File: src/rtl/core/blscan_pkg.sv
`timescale 1ns / 1ps
`default_nettype none
// ----------------------------------------------------------------------------
// blscan_pkg
// Shared types, codes and default sizes for the bencode level scanner.
// ----------------------------------------------------------------------------
package blscan_pkg;

   // Default sizes
   localparam int MAX_DEPTH_DEF = 16;
   localparam int LEN_BITS_DEF  = 20;
   localparam int POS_BITS_DEF  = 16;

   // Fixed field widths
   localparam int CLASS_W = 4;
   localparam int DEPTH_W = 5;
   localparam int POSN_W  = 16;
   localparam int STAT_W  = 3;
   localparam int KIND_W  = 2;
   localparam int LIMIT_W = 20;
   localparam int CSR_AW  = 2;
   localparam int CSR_DW  = 20;

   // Byte classes
   localparam logic [CLASS_W-1:0] CLS_LIST_OPEN = 4'd0;
   localparam logic [CLASS_W-1:0] CLS_DICT_OPEN = 4'd1;
   localparam logic [CLASS_W-1:0] CLS_END       = 4'd2;
   localparam logic [CLASS_W-1:0] CLS_INT_START = 4'd3;
   localparam logic [CLASS_W-1:0] CLS_INT_BODY  = 4'd4;
   localparam logic [CLASS_W-1:0] CLS_LEN_DIGIT = 4'd5;
   localparam logic [CLASS_W-1:0] CLS_COLON     = 4'd6;
   localparam logic [CLASS_W-1:0] CLS_PAYLOAD   = 4'd7;
   localparam logic [CLASS_W-1:0] CLS_BAD       = 4'd8;

   // Status codes
   localparam logic [STAT_W-1:0] ST_OK        = 3'd0;
   localparam logic [STAT_W-1:0] ST_BELOW     = 3'd1;
   localparam logic [STAT_W-1:0] ST_OVERFLOW  = 3'd2;
   localparam logic [STAT_W-1:0] ST_MALFORMED = 3'd3;
   localparam logic [STAT_W-1:0] ST_LEN_OVER  = 3'd4;

   // Object kinds
   localparam logic [KIND_W-1:0] KIND_STRING = 2'd0;
   localparam logic [KIND_W-1:0] KIND_INT    = 2'd1;
   localparam logic [KIND_W-1:0] KIND_LIST   = 2'd2;
   localparam logic [KIND_W-1:0] KIND_DICT   = 2'd3;

   // Register indexes
   localparam logic [CSR_AW-1:0] REG_TARGET_KIND  = 2'd0;
   localparam logic [CSR_AW-1:0] REG_SKIP_FIRST   = 2'd1;
   localparam logic [CSR_AW-1:0] REG_LENGTH_LIMIT = 2'd2;

   // Register reset values
   localparam logic [KIND_W-1:0]  TARGET_KIND_RST  = KIND_LIST;
   localparam logic [LIMIT_W-1:0] LENGTH_LIMIT_RST = 20'hFFFFF;

   // Token characters
   localparam logic [7:0] CH_LIST  = 8'h6C; // 'l'
   localparam logic [7:0] CH_DICT  = 8'h64; // 'd'
   localparam logic [7:0] CH_END   = 8'h65; // 'e'
   localparam logic [7:0] CH_INT   = 8'h69; // 'i'
   localparam logic [7:0] CH_COLON = 8'h3A; // ':'
   localparam logic [7:0] CH_ZERO  = 8'h30; // '0'
   localparam logic [7:0] CH_NINE  = 8'h39; // '9'

   // Scanner mode
   typedef enum logic [2:0] {
      MODE_EXPECT,
      MODE_LEN,
      MODE_PAYLOAD,
      MODE_INT,
      MODE_HALT
   } scan_mode_type;

endpackage : blscan_pkg
`default_nettype wire

File: src/rtl/core/blscan_ifs.sv
`timescale 1ns / 1ps
`default_nettype none
// ----------------------------------------------------------------------------
// blscan channel interfaces
// Valid/ready channels for input bytes, scan results and register writes.
// ----------------------------------------------------------------------------

// Input byte channel
interface blscan_req_if
   import blscan_pkg::*;
   ();
   logic       valid;
   logic       ready;
   logic [7:0] data_byte;
   logic       first;
   logic       last;

   modport source (output valid, data_byte, first, last, input ready);
   modport sink   (input valid, data_byte, first, last, output ready);
endinterface : blscan_req_if

// Result channel
interface blscan_rsp_if
   import blscan_pkg::*;
   ();
   logic               valid;
   logic               ready;
   logic [CLASS_W-1:0] byte_class;
   logic [DEPTH_W-1:0] depth;
   logic               hit;
   logic [POSN_W-1:0]  position;
   logic               not_found;
   logic [STAT_W-1:0]  status;

   modport source (output valid, byte_class, depth, hit, position, not_found, status,
                   input ready);
   modport sink   (input valid, byte_class, depth, hit, position, not_found, status,
                   output ready);
endinterface : blscan_rsp_if

// Register write channel
interface blscan_csr_if
   import blscan_pkg::*;
   ();
   logic              valid;
   logic              ready;
   logic [CSR_AW-1:0] addr;
   logic [CSR_DW-1:0] wdata;

   modport source (output valid, addr, wdata, input ready);
   modport sink   (input valid, addr, wdata, output ready);
endinterface : blscan_csr_if
`default_nettype wire

File: src/rtl/core/bencode_level_scanner.sv
`timescale 1ns / 1ps
`default_nettype none
// ----------------------------------------------------------------------------
// bencode_level_scanner
// Byte-wide bencode scanner: classifies bytes, tracks nesting depth and flags
// the first object of the selected kind at the start level.
// ----------------------------------------------------------------------------
//  channel   dir   fields
//  req_if    in    data_byte, first, last
//  rsp_if    out   byte_class, depth, hit, position, not_found, status
//  csr_if    in    addr (0 target_kind, 1 skip_first, 2 length_limit), wdata
//
//  One byte per cycle while rsp_if.ready is high; input, then result register.
//  The input register feeds the scan logic, which updates the scan state and
//  loads the result register in the same cycle; the length step (x10 + digit
//  and limit compare) sets the critical path.
//  A full result register stalls the input register only when rsp_if.ready
//  is low. Synchronous reset clears the scan state and restores registers.
// ----------------------------------------------------------------------------
module bencode_level_scanner
   import blscan_pkg::*;
#(
   parameter int MAX_DEPTH = MAX_DEPTH_DEF,
   parameter int LEN_BITS  = LEN_BITS_DEF,
   parameter int POS_BITS  = POS_BITS_DEF
) (
   input  wire          clock,
   input  wire          reset,
   blscan_req_if.sink   req_if,
   blscan_rsp_if.source rsp_if,
   blscan_csr_if.sink   csr_if
);

   localparam int DB = $clog2(MAX_DEPTH + 1);
   localparam int CW = ((LEN_BITS > LIMIT_W) ? LEN_BITS : LIMIT_W) + 4;
   localparam logic [DB-1:0] DEPTH_MAX = DB'(MAX_DEPTH);
   localparam logic [CW-1:0] LEN_MASK  = CW'((64'd1 << LEN_BITS) - 64'd1);

   // Configuration registers
   logic [KIND_W-1:0]  target_kind_ff;
   logic               skip_first_ff;
   logic [LIMIT_W-1:0] length_limit_ff;

   // Input register
   logic       s_vld_ff;
   logic [7:0] s_byte_ff;
   logic       s_first_ff;
   logic       s_last_ff;

   // Scan state
   scan_mode_type       mode_ff, mode_in, mode_cur;
   logic [LEN_BITS-1:0] acc_ff, acc_in, acc_cur;
   logic [LEN_BITS-1:0] pl_ff, pl_in, pl_cur;
   logic [DB-1:0]       depth_ff, depth_in, depth_cur;
   logic [POS_BITS-1:0] pos_ff, pos_in, pos_cur;
   logic                found_ff, found_in, found_cur;
   logic                pending_ff, pending_in, pending_cur;
   logic                left_ff, left_in, left_cur;

   // Result register
   logic               o_vld_ff;
   logic [CLASS_W-1:0] o_cls_ff, o_cls_in;
   logic [DEPTH_W-1:0] o_depth_ff, o_depth_in;
   logic               o_hit_ff, o_hit_in;
   logic [POSN_W-1:0]  o_pos_ff, o_pos_in;
   logic               o_nf_ff, o_nf_in;
   logic [STAT_W-1:0]  o_stat_ff, o_stat_in;

   logic              adv;
   logic              req_xfer;
   logic              dec_char;
   logic [3:0]        dig;
   logic [CW-1:0]     len_val;
   logic [CW-1:0]     len_cap;
   logic              len_over;
   logic              hit_ok;
   logic              open_ok;
   logic [KIND_W-1:0] byte_kind;
   logic [DB+4:0]     depth_wide;
   logic [POS_BITS+POSN_W-1:0] pos_wide;
   logic [7:0]        dig_full;

   // Handshakes
   assign adv           = s_vld_ff && (!o_vld_ff || rsp_if.ready);
   assign req_if.ready  = !s_vld_ff || adv;
   assign req_xfer      = req_if.valid && req_if.ready;
   assign csr_if.ready  = 1'b1;

   // Register writes
   always_ff @(posedge clock) begin
      if (reset) begin
         target_kind_ff  <= TARGET_KIND_RST;
         skip_first_ff   <= 1'b0;
         length_limit_ff <= LENGTH_LIMIT_RST;
      end else if (csr_if.valid) begin
         unique case (csr_if.addr)
            REG_TARGET_KIND:  target_kind_ff  <= csr_if.wdata[KIND_W-1:0];
            REG_SKIP_FIRST:   skip_first_ff   <= csr_if.wdata[0];
            REG_LENGTH_LIMIT: length_limit_ff <= csr_if.wdata[LIMIT_W-1:0];
            default: ;
         endcase
      end
   end

   // Input register
   always_ff @(posedge clock) begin
      if (reset) begin
         s_vld_ff <= 1'b0;
      end else if (req_if.ready) begin
         s_vld_ff <= req_if.valid;
      end
   end

   always_ff @(posedge clock) begin
      if (req_xfer) begin
         s_byte_ff  <= req_if.data_byte;
         s_first_ff <= req_if.first;
         s_last_ff  <= req_if.last;
      end
   end

   // State as seen by this byte: a first byte restarts everything
   always_comb begin
      if (s_first_ff) begin
         mode_cur    = MODE_EXPECT;
         acc_cur     = '0;
         pl_cur      = '0;
         depth_cur   = '0;
         pos_cur     = '0;
         found_cur   = 1'b0;
         pending_cur = 1'b1;
         left_cur    = 1'b0;
      end else begin
         mode_cur    = mode_ff;
         acc_cur     = acc_ff;
         pl_cur      = pl_ff;
         depth_cur   = depth_ff;
         pos_cur     = pos_ff;
         found_cur   = found_ff;
         pending_cur = pending_ff;
         left_cur    = left_ff;
      end
   end

   // Byte decode and length arithmetic
   assign dec_char = (s_byte_ff >= CH_ZERO) && (s_byte_ff <= CH_NINE);
   assign dig_full = s_byte_ff - CH_ZERO;
   assign dig      = dig_full[3:0];
   assign len_val  = (mode_cur == MODE_LEN)
                   ? ((CW'(acc_cur) << 3) + (CW'(acc_cur) << 1) + CW'(dig))
                   : CW'(dig);
   assign len_cap  = (CW'(length_limit_ff) < LEN_MASK) ? CW'(length_limit_ff) : LEN_MASK;
   assign len_over = len_val > len_cap;

   // Hit qualification at the start level
   assign hit_ok  = (depth_cur == '0) && !found_cur && !left_cur
                 && !(skip_first_ff && pending_cur);
   assign open_ok = depth_cur < DEPTH_MAX;

   always_comb begin
      priority if (s_byte_ff == CH_LIST) begin
         byte_kind = KIND_LIST;
      end else if (s_byte_ff == CH_DICT) begin
         byte_kind = KIND_DICT;
      end else if (s_byte_ff == CH_INT) begin
         byte_kind = KIND_INT;
      end else begin
         byte_kind = KIND_STRING;
      end
   end

   // Next state
   always_comb begin
      mode_in    = mode_cur;
      acc_in     = acc_cur;
      pl_in      = pl_cur;
      depth_in   = depth_cur;
      left_in    = left_cur;
      pending_in = 1'b0;
      pos_in     = pos_cur + POS_BITS'(1);
      unique case (mode_cur)
         MODE_EXPECT: begin
            priority if (s_byte_ff == CH_LIST || s_byte_ff == CH_DICT) begin
               if (open_ok) begin
                  depth_in = depth_cur + DB'(1);
               end else begin
                  mode_in = MODE_HALT;
               end
            end else if (s_byte_ff == CH_END) begin
               if (depth_cur == '0) begin
                  left_in = 1'b1;
               end else begin
                  depth_in = depth_cur - DB'(1);
               end
            end else if (s_byte_ff == CH_INT) begin
               mode_in = MODE_INT;
            end else if (dec_char) begin
               acc_in  = LEN_BITS'(dig);
               mode_in = len_over ? MODE_HALT : MODE_LEN;
            end else begin
               mode_in = MODE_HALT;
            end
         end
         MODE_LEN: begin
            priority if (dec_char) begin
               if (len_over) begin
                  mode_in = MODE_HALT;
               end else begin
                  acc_in = len_val[LEN_BITS-1:0];
               end
            end else if (s_byte_ff == CH_COLON) begin
               pl_in   = acc_cur;
               acc_in  = '0;
               mode_in = (acc_cur != '0) ? MODE_PAYLOAD : MODE_EXPECT;
            end else begin
               mode_in = MODE_HALT;
            end
         end
         MODE_PAYLOAD: begin
            if (pl_cur != '0) begin
               pl_in = pl_cur - LEN_BITS'(1);
            end
            if (pl_in == '0) begin
               mode_in = MODE_EXPECT;
            end
         end
         MODE_INT: begin
            if (s_byte_ff == CH_END) begin
               mode_in = MODE_EXPECT;
            end
         end
         MODE_HALT: begin
            mode_in = MODE_HALT;
         end
         default: begin
            mode_in = MODE_HALT;
         end
      endcase
   end

   // Result fields
   always_comb begin
      o_cls_in  = CLS_BAD;
      o_stat_in = ST_OK;
      o_hit_in  = 1'b0;
      unique case (mode_cur)
         MODE_EXPECT: begin
            priority if (s_byte_ff == CH_LIST || s_byte_ff == CH_DICT) begin
               o_cls_in  = (s_byte_ff == CH_LIST) ? CLS_LIST_OPEN : CLS_DICT_OPEN;
               o_stat_in = open_ok ? ST_OK : ST_OVERFLOW;
               o_hit_in  = open_ok && hit_ok && (byte_kind == target_kind_ff);
            end else if (s_byte_ff == CH_END) begin
               o_cls_in  = CLS_END;
               o_stat_in = (depth_cur == '0) ? ST_BELOW : ST_OK;
            end else if (s_byte_ff == CH_INT) begin
               o_cls_in = CLS_INT_START;
               o_hit_in = hit_ok && (byte_kind == target_kind_ff);
            end else if (dec_char) begin
               o_cls_in  = CLS_LEN_DIGIT;
               o_stat_in = len_over ? ST_LEN_OVER : ST_OK;
               o_hit_in  = hit_ok && (target_kind_ff == KIND_STRING);
            end else begin
               o_stat_in = ST_MALFORMED;
            end
         end
         MODE_LEN: begin
            priority if (dec_char) begin
               o_cls_in  = CLS_LEN_DIGIT;
               o_stat_in = len_over ? ST_LEN_OVER : ST_OK;
            end else if (s_byte_ff == CH_COLON) begin
               o_cls_in = CLS_COLON;
            end else begin
               o_stat_in = ST_MALFORMED;
            end
         end
         MODE_PAYLOAD: begin
            o_cls_in = CLS_PAYLOAD;
         end
         MODE_INT: begin
            o_cls_in = (s_byte_ff == CH_END) ? CLS_END : CLS_INT_BODY;
         end
         MODE_HALT: begin
            o_stat_in = ST_MALFORMED;
         end
         default: begin
            o_stat_in = ST_MALFORMED;
         end
      endcase
   end

   assign found_in   = found_cur | o_hit_in;
   assign depth_wide = (DB + 5)'(depth_in);
   assign pos_wide   = (POS_BITS + POSN_W)'(pos_cur);
   assign o_depth_in = depth_wide[DEPTH_W-1:0];
   assign o_pos_in   = pos_wide[POSN_W-1:0];
   assign o_nf_in    = s_last_ff && !found_in;

   // Scan state update
   always_ff @(posedge clock) begin
      if (reset) begin
         mode_ff    <= MODE_EXPECT;
         acc_ff     <= '0;
         pl_ff      <= '0;
         depth_ff   <= '0;
         pos_ff     <= '0;
         found_ff   <= 1'b0;
         pending_ff <= 1'b1;
         left_ff    <= 1'b0;
      end else if (adv) begin
         mode_ff    <= mode_in;
         acc_ff     <= acc_in;
         pl_ff      <= pl_in;
         depth_ff   <= depth_in;
         pos_ff     <= pos_in;
         found_ff   <= found_in;
         pending_ff <= pending_in;
         left_ff    <= left_in;
      end
   end

   // Result register
   always_ff @(posedge clock) begin
      if (reset) begin
         o_vld_ff <= 1'b0;
      end else if (adv) begin
         o_vld_ff <= 1'b1;
      end else if (rsp_if.ready) begin
         o_vld_ff <= 1'b0;
      end
   end

   always_ff @(posedge clock) begin
      if (adv) begin
         o_cls_ff   <= o_cls_in;
         o_depth_ff <= o_depth_in;
         o_hit_ff   <= o_hit_in;
         o_pos_ff   <= o_pos_in;
         o_nf_ff    <= o_nf_in;
         o_stat_ff  <= o_stat_in;
      end
   end

   assign rsp_if.valid      = o_vld_ff;
   assign rsp_if.byte_class = o_cls_ff;
   assign rsp_if.depth      = o_depth_ff;
   assign rsp_if.hit        = o_hit_ff;
   assign rsp_if.position   = o_pos_ff;
   assign rsp_if.not_found  = o_nf_ff;
   assign rsp_if.status     = o_stat_ff;

endmodule : bencode_level_scanner
`default_nettype wire

File: src/flat_wrapper.sv
// flat-port wrapper written by rule: the top's interface ports become plain ports
module bencode_level_scanner_flat import blscan_pkg::*;
#(
   parameter int MAX_DEPTH = MAX_DEPTH_DEF,
   parameter int LEN_BITS  = LEN_BITS_DEF,
   parameter int POS_BITS  = POS_BITS_DEF
)
  (clock, reset, req_if_valid, req_if_data_byte, req_if_first, req_if_last, req_if_ready, rsp_if_valid, rsp_if_byte_class, rsp_if_depth, rsp_if_hit, rsp_if_position, rsp_if_not_found, rsp_if_status, rsp_if_ready, csr_if_valid, csr_if_addr, csr_if_wdata, csr_if_ready);
  blscan_req_if req_if_i ();
  blscan_rsp_if rsp_if_i ();
  blscan_csr_if csr_if_i ();
  input  wire clock;
  input  wire reset;
  input wire logic [$bits(req_if_i.valid)-1:0] req_if_valid;
  input wire logic [$bits(req_if_i.data_byte)-1:0] req_if_data_byte;
  input wire logic [$bits(req_if_i.first)-1:0] req_if_first;
  input wire logic [$bits(req_if_i.last)-1:0] req_if_last;
  output wire logic [$bits(req_if_i.ready)-1:0] req_if_ready;
  output wire logic [$bits(rsp_if_i.valid)-1:0] rsp_if_valid;
  output wire logic [$bits(rsp_if_i.byte_class)-1:0] rsp_if_byte_class;
  output wire logic [$bits(rsp_if_i.depth)-1:0] rsp_if_depth;
  output wire logic [$bits(rsp_if_i.hit)-1:0] rsp_if_hit;
  output wire logic [$bits(rsp_if_i.position)-1:0] rsp_if_position;
  output wire logic [$bits(rsp_if_i.not_found)-1:0] rsp_if_not_found;
  output wire logic [$bits(rsp_if_i.status)-1:0] rsp_if_status;
  input wire logic [$bits(rsp_if_i.ready)-1:0] rsp_if_ready;
  input wire logic [$bits(csr_if_i.valid)-1:0] csr_if_valid;
  input wire logic [$bits(csr_if_i.addr)-1:0] csr_if_addr;
  input wire logic [$bits(csr_if_i.wdata)-1:0] csr_if_wdata;
  output wire logic [$bits(csr_if_i.ready)-1:0] csr_if_ready;
  assign req_if_i.valid = req_if_valid;
  assign req_if_i.data_byte = req_if_data_byte;
  assign req_if_i.first = req_if_first;
  assign req_if_i.last = req_if_last;
  assign req_if_ready = req_if_i.ready;
  assign rsp_if_valid = rsp_if_i.valid;
  assign rsp_if_byte_class = rsp_if_i.byte_class;
  assign rsp_if_depth = rsp_if_i.depth;
  assign rsp_if_hit = rsp_if_i.hit;
  assign rsp_if_position = rsp_if_i.position;
  assign rsp_if_not_found = rsp_if_i.not_found;
  assign rsp_if_status = rsp_if_i.status;
  assign rsp_if_i.ready = rsp_if_ready;
  assign csr_if_i.valid = csr_if_valid;
  assign csr_if_i.addr = csr_if_addr;
  assign csr_if_i.wdata = csr_if_wdata;
  assign csr_if_ready = csr_if_i.ready;
  bencode_level_scanner #(.MAX_DEPTH(MAX_DEPTH), .LEN_BITS(LEN_BITS), .POS_BITS(POS_BITS)) u_core (.clock(clock), .reset(reset), .req_if(req_if_i), .rsp_if(rsp_if_i), .csr_if(csr_if_i));
endmodule
File: config.mk
export PLATFORM = sky130hd
export DESIGN_NAME = bencode_level_scanner_flat
export DESIGN_NICKNAME = d
export VERILOG_FILES = /design/src/rtl/core/blscan_pkg.sv /design/src/rtl/core/blscan_ifs.sv /design/src/rtl/core/bencode_level_scanner.sv /design/src/flat_wrapper.sv
export SDC_FILE = /design/constraint.sdc
export NUM_CORES = 1
export LEC_CHECK = 0
export ABC_AREA = 1
export BUFFER_PORTS_ARGS = -buffer_cell sky130_fd_sc_hd__buf_2
export CORE_MARGIN = 3
export CORE_UTILIZATION = 38
export DETAILED_ROUTE_END_ITERATION = 10
export GPL_ROUTABILITY_DRIVEN = 0
export PLACE_DENSITY = 0.62
export SYNTH_ARGS = -nofsm -noshare
export SYNTH_HDL_FRONTEND = slang
export SYNTH_SLANG_ARGS = --single-unit
File: constraint.sdc
create_clock -name clock -period 7.8 [get_ports clock]
set_clock_uncertainty 0.1 [all_clocks]
set_input_delay 1.56 -clock clock [delete_from_list [all_inputs] [get_ports clock]]
set_output_delay 1.56 -clock clock [all_outputs]
set_load 0.02 [all_outputs]
==> impl_metrics.toml, run 1 <==
[outcome]
status = "finished, final reports clean"

[detailed_routing]
wire_per_inst_um = 15.2
final_antenna_net_count = 0
drtIter0Drc = 940
vias_per_cell = 5.30
route.detailed.drc = 0
routed_wl_um = 25700
num_vias = 8980
drt_pass1_iterations = 6

[critical_path]
cp.required_ps = 7990
r2r-end = "u_core.acc_ff[17]"
crit_path_max_incr_delay_ps = 530
reg2reg_slack_ps = 2220
cp_common_cell = "nand2_1"
rr_worst_depth = 29
path_class = "reg2reg"
crit_start = "u_core.s_first_ff"
end_kind = "flop"
cp-endpoint = "u_core.acc_ff[17]"
cp-start-kind = "flop"
critPathArrivalTime_ps = 5760
r2r_start = "u_core.s_first_ff"
crit_fanout = 40
slowest_stage = "inv_2"

[synth]
ys_warn_count = 0
syn_area_sq_um = 9400
ys_ff_latch = 132
yosysTopAreaCell = "dfxtp_1"
synth_xor_area_frac = 0.0205
synth_compound_area_frac = 0.184
async_flop_share = 0
yosys-top-cells-area = "dfxtp_1 (20%), edfxtp_1 (13%), nand2_1 (11%)"
yosysSeqAreaShare = 0.324
netlist.area_leader.share = 0.196
synth.area.mux_share = 0
synthTopCellsByCount = "nand2_1 (279), inv_1 (191), nor2_1 (134), dfxtp_1 (92), a21oi_1 (80)"
synthAdderAreaFrac = 0.0873
syn-num-nets = 1419
synth_edf_count = 40
synth_ff_type = "dfxtp_1"
yosys.area_share.simple = 0.277
synthCells = 1317
postSynthAreaPerCell_sq_um = 7.14
yosysUniqueCellTypes = 60
yosysMostFrequentCell = "nand2_1"
synth_top_family_by_area = "simple AND/OR/NAND/NOR gates"

[cells_and_area]
fillCellCount = 2423
layout.nets = 1465
drive_gt1_frac = 0.129
register_area_sq_um = 3040
multi_input_area_sq_um = 5360
diodes = 0
syn2layout_area_growth_pct = 12.2

[sta]
relSlewSlack = 0.402
hold_viol = 0
setup_violations = 0
totalNegativeSetupSlack_ps = 0
fin_crit_ps = 5580
fmax_ghz = 0.179
rsz0062_at_grt = "false"
period_share = 0.715
worstMarginPinSlew_ps = 894
holdWs_ps = 372
slew_violations = 0

[floorplanning]
core_sq_um = 23900
die_y_um = 163
ios = 70
die_area_sq_um = 26700
rows = 56
die_x_um = 163
initial_utilization = 0.393

[power]
power_frac_comb = 0.170
p_leak_uw = 0.00513
switchingPower_uw = 604
power.share.clock = 0.426
p_int_uw = 1270
powerDensity_nw_per_um2 = 178
ir_drop_v = 0.000134
p_sw_frac = 0.322
sequentialPowerShare = 0.404

[clocking]
cts_tree = "yes"
hold_buffers = 0
h-tree-depth = 4
cts_root_buffer = "clkbuf_16"
cts.repair.resized = 0
numCtsBuffers = 17
clk_path_buf_depth = 2
cts_setup_buffers = 0
clkTransAtPathRegs_ps = 70
clock_sinks = 132
clk_latency_ps = 430

[grt]
grt_max_degree = 63
grt.total_usage = 0.195
grt_pass1_vias = 8322
grt_pass1_wl_um = 42300
overflow = 0
antenna_found_initial = 0

[placement]
port_buffers = 68
hpwlAfterDp_um = 18800

[worst_hold_path]
hold_class = "reg2reg"

[run]
drv_cap = 0
-- metal layers --
layer	vias to the layer above	track usage	wire length [um]
li1	4551	-	-
met1	4121	0.277	12300
met2	277	0.303	11400
met3	31	0.0368	1570
met4	0	0.0557	447
met5	-	0	0
-- critical path, delay by kind of cell, from the launching register on --
family	cells	cell delay, ps
flip-flops	1	410
AO/OA/AOI/OAI	8	1390
adder cells (fa/ha/maj)	3	830
AND/OR/NAND/NOR	12	1240
XOR/XNOR	1	170
buffers and inverters	5	1270
-- metrics by stage --
step	power, uW	setup slack (ps)	area (sq um)	utilization	instances
2_1_floorplan	1010	3340	9400	-	1317
3_3_place_gp	1080	2420	9960	0.417	1663
3_5_place_dp	1090	2360	9960	0.417	1663
4_1_cts	1890	2290	10500	0.441	1695
5_1_grt	1970	1600	10500	0.441	1695
6_report	1870	2220	10500	0.441	1695
-- power groups by stage --
stage          registers (uW)  logic (uW)  clock network [uW]
2_1_floorplan             780         230                   0
3_3_place_gp              771         313                   0
3_5_place_dp              772         316                   0
4_1_cts                   757         318                 814
5_1_grt                   760         360                 846
6_report                  757         319                 798
-- cells in the final DEF, fill, tap and decap left out, types with 3 or more instances in the layout --
cell type and n:
a211oi_1 9, a21oi_1 80, a221oi_1 16, a31oi_1 19, buf_2 68, buf_4 9
clkbuf_16 17, dfxtp_1 92, edfxtp_1 40, ha_1 64, inv_1 190, inv_2 7
inv_6 4, inv_8 5, nand2_1 279, nand2_2 9, nand3_1 69, nand3_2 5
nand4_1 21, nor2_1 134, nor2_2 13, nor2_4 9, nor3_1 10, nor3_2 3
nor3_4 3, nor4_1 5, o211ai_1 42, o21ai_0 65, o21ai_1 6, o21bai_1 4
o221a_2 6, o221ai_1 9, o22ai_1 3, xnor2_1 6, xor2_1 16
-- state kept, by name, indices dropped and copies added, names as in the netlist, 4 cells and up --
name,count
u_core.acc_ff,20
u_core.pl_ff,20
u_core.rsp_if.byte_class,4
u_core.s_byte_ff,8
u_core.rsp_if.position,16
u_core.length_limit_ff,20
u_core.depth_ff,5
u_core.pos_ff,16
u_core.rsp_if.depth,5
-- final cells by class --
| class | instances | area share |
|---|---|---|
| clock buffer | 17 | 0.0403 |
| clock inverter | 15 | 0.0148 |
| inverter | 201 | 0.0718 |
| multi-input combinational | 934 | 0.508 |
| sequential | 132 | 0.289 |
| tap | 319 | 0.0379 |
| timing repair buffer | 77 | 0.0387 |
-- cells by family after synthesis --
family	count (synthesis)
and+or+nand+nor	571
AOI/OAI and AO/OA	275
buffers and inverters	251
DFF	132
adders and majority gates	65
xor gates and xnor gates	22
other	1
-- worst min-delay path by stage --
| stage | cells after the start | slack [ps] | start | endpoint |
|---|---|---|---|---|
| 2_1_floorplan | 2 | 330 | u_core.skip_first_ff | u_core.skip_first_ff |
| 3_3_place_gp | 2 | 350 | u_core.mode_ff[1] | u_core.mode_ff[1] |
| 3_5_place_dp | 2 | 360 | u_core.left_ff | u_core.left_ff |
| 4_1_cts | 2 | 370 | u_core.left_ff | u_core.left_ff |
| 5_1_grt | 2 | 400 | u_core.mode_ff[1] | u_core.mode_ff[1] |
| 6_report | 2 | 370 | u_core.mode_ff[1] | u_core.mode_ff[1] |
(Power assumes the default switching activity.)
==> run 2: changes to the inputs <==
--- a/config.mk
+++ b/config.mk
@@ -11,7 +11,7 @@
 export CORE_UTILIZATION = 38
 export DETAILED_ROUTE_END_ITERATION = 10
 export GPL_ROUTABILITY_DRIVEN = 0
-export PLACE_DENSITY = 0.62
+export PLACE_DENSITY = 0.64
 export SYNTH_ARGS = -nofsm -noshare
 export SYNTH_HDL_FRONTEND = slang
 export SYNTH_SLANG_ARGS = --single-unit
==> constraint.sdc (replaced) <==
create_clock -name clock -period 4.5 [get_ports clock]
set_clock_uncertainty 0.1 [all_clocks]
set_input_delay 0.9 -clock clock [delete_from_list [all_inputs] [get_ports clock]]
set_output_delay 0.9 -clock clock [all_outputs]
set_load 0.02 [all_outputs]
==> impl_metrics.toml, run 2 (same netlist as run 1, synthesis figures left out) <==
[outcome]
status = "finished, final reports clean"

[critical_path]
r2r_start = "u_core.s_first_ff"
rr_worst_depth = 25
reg2reg_slack_ps = 200
crit_path_max_incr_delay_ps = 410
r2r-end = "u_core.acc_ff[14]"
crit_fanout = 13
cp.required_ps = 4690
slowest_stage = "edfxtp_1"
critPathArrivalTime_ps = 4490
end_kind = "flop"
worst-path-buf-inv = 3
critPathTopFamily = "simple AND/OR/NAND/NOR gates"
path_class = "reg2reg"
cp_common_cell = "nand2_1"
cp-start-kind = "flop"

[cells_and_area]
syn2layout_area_growth_pct = 18.4
diodes = 0
final_cell_mix = "nand2_1 (278), inv_1 (178), nor2_1 (127), dfxtp_1 (92), a21oi_1 (71)"
layout.nets = 1504
final_cells = 1734
drive_gt1_frac = 0.190
layout_commonest_cell = "nand2_1"
reg_top3 = "u_core.acc_ff (20), u_core.length_limit_ff (20), u_core.pl_ff (20)"

[clocking]
clk_path_buf_depth = 2
clk_latency_ps = 430
numCtsBuffers = 17
h-tree-depth = 4
clkTransAtPathRegs_ps = 60
clock_sinks = 132
cts_root_buffer = "clkbuf_16"
cts_setup_buffers = 0
cts_tree = "yes"

[worst_hold_path]
hold_class = "reg2reg"
hp-start = "u_core.pl_ff[19]"
min_to = "u_core.pl_ff[19]"
worst_hold_path.num_cells = 2

[detailed_routing]
num_vias = 9235
drtIter0Drc = 793
wire_per_inst_um = 15.3
vias_per_cell = 5.33
route.detailed.drc = 0
final_antenna_net_count = 0
drt_pass1_iterations = 6
routed_wl_um = 26500

[run]
drv_cap = 0

[sta]
totalNegativeSetupSlack_ps = 0
setup_violations = 0
period_share = 0.955
worstMarginPinSlew_ps = 956
fmax_ghz = 0.233
relSlewSlack = 0.360
fin_crit_ps = 4300
hold_viol = 0
slew_violations = 0

[power]
powerDensity_nw_per_um2 = 293
p_leak_uw = 0.00531
ir_drop_v = 0.000205
fin_total_pwr_uw = 3260

[grt]
grt.total_usage = 0.195
overflow = 0
grt_pass1_wl_um = 42100
antenna_found_initial = 0
grt_max_degree = 104
grt_pass1_vias = 8374

[placement]
port_buffers = 68
dp_cells = 1701
hpwlAfterDp_um = 19100

[floorplanning]
core_sq_um = 23900
initial_utilization = 0.393
ios = 70
die_x_um = 163
rows = 56
die_area_sq_um = 26700
die_y_um = 163
run 2: cell count changes in the layout (fill, tap and decap cells not counted), sizes merged:
cell,before,now
clkbuf,17,18
inv,206,205
clkinv,8,7
clkinvlp,2,4
buf,77,115
run 2: timing repair:
| action | CTS | global route |
|---|---|---|
| setup endpoints to repair | 2 | 23 |
| cloned | 0 | 1 |
| hold buffers | 0 | 0 |
| hold endpoints to repair | 0 | 0 |
| gates resized for setup | 0 | 62 |
| pin swaps | 0 | 6 |
run 2: report_power, final:
part | internal (uW) | switching [uW] | total, uW
registers | 1290 | 25.6 | 1310
logic | 200 | 391 | 591
clock network | 731 | 624 | 1360
total | 2220 | 1040 | 3260
run 2: layout make-up:
| class | count | area, sq um |
|---|---|---|
| clock inverters | 15 | 141 |
| inverters | 201 | 757 |
| repair buffers | 116 | 756 |
| fillers | 2439 | 12800 |
| well taps | 319 | 399 |
| multi-input cells | 934 | 5610 |
| clock buffers | 17 | 425 |
| flip-flops and latches | 132 | 3040 |
run 2: metal layers:
| layer | routed length, um | global-route usage | vias up |
|---|---|---|---|
| met5 | 0 | 0 | - |
| met2 | 12100 | 0.317 | 305 |
| met3 | 1520 | 0.0358 | 30 |
| li1 | - | - | 4619 |
| met1 | 12600 | 0.271 | 4281 |
| met4 | 308 | 0.0396 | 0 |
run 2: worst max-delay path by stage:
stage	depth (start not counted)	startpoint	to	slack [ps]
6_report	25	u_core.s_first_ff	u_core.acc_ff[14]	200
5_1_grt	29	u_core.s_first_ff	u_core.mode_ff[0]	-70
4_1_cts	28	u_core.s_first_ff	u_core.acc_ff[4]	-30
3_5_place_dp	28	u_core.s_first_ff	u_core.acc_ff[4]	7
3_3_place_gp	28	u_core.s_first_ff	u_core.acc_ff[4]	70
2_1_floorplan	25	u_core.s_first_ff	u_core.acc_ff[11]	40
run 2: per-stage QoR:
stage / util / hold slack, ps / area, sq um / setup slack, ps
6_report: 0.466 / 372 / 11100 / 200
5_1_grt: 0.466 / 391 / 11100 / -73.7
4_1_cts: 0.454 / 365 / 10900 / -25.4
3_5_place_dp: 0.431 / 356 / 10300 / 6.66
3_3_place_gp: 0.431 / 355 / 10300 / 72.9
2_1_floorplan: - / 330 / 9400 / 37.4
run 2: worst reg2reg max path: cells and delay by family, from the launching register on:
kind,cells,cell delay [ps]
xor gates and xnor gates,1,190
and+or+nand+nor,11,1290
AOI/OAI and AO/OA,7,980
adders and majority gates,3,710
buffers and inverters,3,460
DFF,1,410
==> run 3: changes to the inputs <==
--- a/config.mk
+++ b/config.mk
@@ -6,12 +6,12 @@
 export NUM_CORES = 1
 export LEC_CHECK = 0
 export ABC_AREA = 1
-export BUFFER_PORTS_ARGS = -buffer_cell sky130_fd_sc_hd__buf_2
 export CORE_MARGIN = 3
 export CORE_UTILIZATION = 38
 export DETAILED_ROUTE_END_ITERATION = 10
+export DONT_BUFFER_PORTS = 1
 export GPL_ROUTABILITY_DRIVEN = 0
-export PLACE_DENSITY = 0.64
+export PLACE_DENSITY_LB_ADDON = 0.3
 export SYNTH_ARGS = -nofsm -noshare
 export SYNTH_HDL_FRONTEND = slang
 export SYNTH_SLANG_ARGS = --single-unit
==> impl_metrics.toml, run 3 (same netlist as run 1, synthesis figures left out) <==
[outcome]
status = "finished, final reports clean"

[grt]
grt_pass1_wl_um = 41100
overflow = 0
grt_pass1_vias = 8068
grt.total_usage = 0.191
antenna_found_initial = 0
grt_max_degree = 59

[cells_and_area]
diodes = 0
layout.nets = 1446
multi_input_area_sq_um = 5580
reg_top3 = "u_core.acc_ff (20), u_core.length_limit_ff (20), u_core.pl_ff (20)"
final_cell_mix = "nand2_1 (276), inv_1 (182), nor2_1 (128), dfxtp_1 (92), a21oi_1 (71)"
layout_commonest_cell = "nand2_1"
syn2layout_area_growth_pct = 15.0
drive_gt1_frac = 0.150
register_area_sq_um = 3040
stdcell_area_sq_um = 10800
final_cells = 1676
fillCellCount = 2377

[critical_path]
path_class = "reg2reg"
critPathArrivalTime_ps = 4490
cp_common_cell = "nand2_1"
slowest_stage = "edfxtp_1"
end_kind = "flop"
crit_fanout = 4
cp-start-kind = "flop"
cp.required_ps = 4770
crit_path_max_incr_delay_ps = 410

[sta]
hold_viol = 0
setup_slack_ps = 277
period_share = 0.938
relSlewSlack = 0.342
slew_violations = 0
fmax_ghz = 0.237
setup_violations = 0
fin_crit_ps = 4220
worstMarginPinSlew_ps = 984

[floorplanning]
core_sq_um = 23900
die_y_um = 163
ios = 70
die_area_sq_um = 26700
die_x_um = 163
rows = 56
initial_utilization = 0.393

[clocking]
cts_tree = "yes"
clkTransAtPathRegs_ps = 60
numCtsBuffers = 17
clk_latency_ps = 440
clock_sinks = 132
clk_path_buf_depth = 2
cts_root_buffer = "clkbuf_16"
hold_buffers = 0
h-tree-depth = 4

[placement]
dpl_worst_slack_ps = -30.0
port_buffers = 0
hpwlAfterDp_um = 19000
dp_cells = 1643
place_area_sq_um = 10000

[power]
ir_drop_v = 0.000208
fin_total_pwr_uw = 3250
powerDensity_nw_per_um2 = 300
p_leak_uw = 0.00509

[worst_hold_path]
hold_class = "reg2reg"

[detailed_routing]
wire_per_inst_um = 15.5
final_antenna_net_count = 0
route.detailed.drc = 0
routed_wl_um = 26000
drt_pass1_iterations = 6
num_vias = 8976
vias_per_cell = 5.36
drtIter0Drc = 677

[run]
drv_cap = 0
run 3: changes by cell type in the layout (fill, tap and decap cells not counted), sizes merged:
| cell | before | now |
|---|---|---|
| clkinvlp | 4 | 2 |
| inv | 205 | 207 |
| buf | 115 | 58 |
| clkbuf | 18 | 17 |
run 3: final cells by class:
class,count,share of cell area
clock inverters,15,0.0142
repair buffers,58,0.0418
well taps,319,0.0369
multi-input cells,934,0.516
inverters,201,0.0700
clock buffers,17,0.0394
flip-flops and latches,132,0.281
run 3: metal layers:
layer	up-vias	global-route usage	wire, um	share of wire
li1	4499	-	-	-
met1	4168	0.270	12300	0.47
met2	276	0.302	11700	0.45
met3	33	0.0342	1490	0.057
met4	0	0.0477	465	0.018
met5	-	0	0	0
run 3: metrics by stage:
step,setup TNS (ps),utilization,hold slack [ps]
2_1_floorplan,0,-,330
3_3_place_gp,0,0.418,348
3_5_place_dp,-30.0,0.418,350
4_1_cts,0,0.443,359
5_1_grt,-224,0.452,376
6_report,0,0.452,363
run 3: path summary, 6_finish.rpt:
path	start	to	slack (ps)	cells past startpoint
max	u_core.s_first_ff	u_core.mode_ff[0]	280	28
max reg2reg	u_core.s_first_ff	u_core.mode_ff[0]	280	28
min	u_core.left_ff	u_core.left_ff	360	2
min reg2reg	u_core.left_ff	u_core.left_ff	360	2
run 3: worst max-delay path, delay by kind of cell, from the launching register on:
| family | cells | cell delay [ps] |
|---|---|---|
| simple gates | 13 | 1370 |
| compound gates | 5 | 540 |
| buf+inv | 6 | 750 |
| fa+ha+maj | 3 | 810 |
| xor+xnor | 1 | 170 |
| flops | 1 | 410 |
run 3: what timing repair did:
action,4_1_cts,5_1_grt
endpoints found under the setup margin,2,23
buffers inserted,0,1
pin swaps,0,5
resized for setup,1,50
run 3: report_power, final:
group | leakage (uW) | switching [uW] | internal (uW)
Clock | 0.000279 | 642 | 739
Sequential | 0.00113 | 44.4 | 1290
Combinational | 0.00368 | 354 | 180
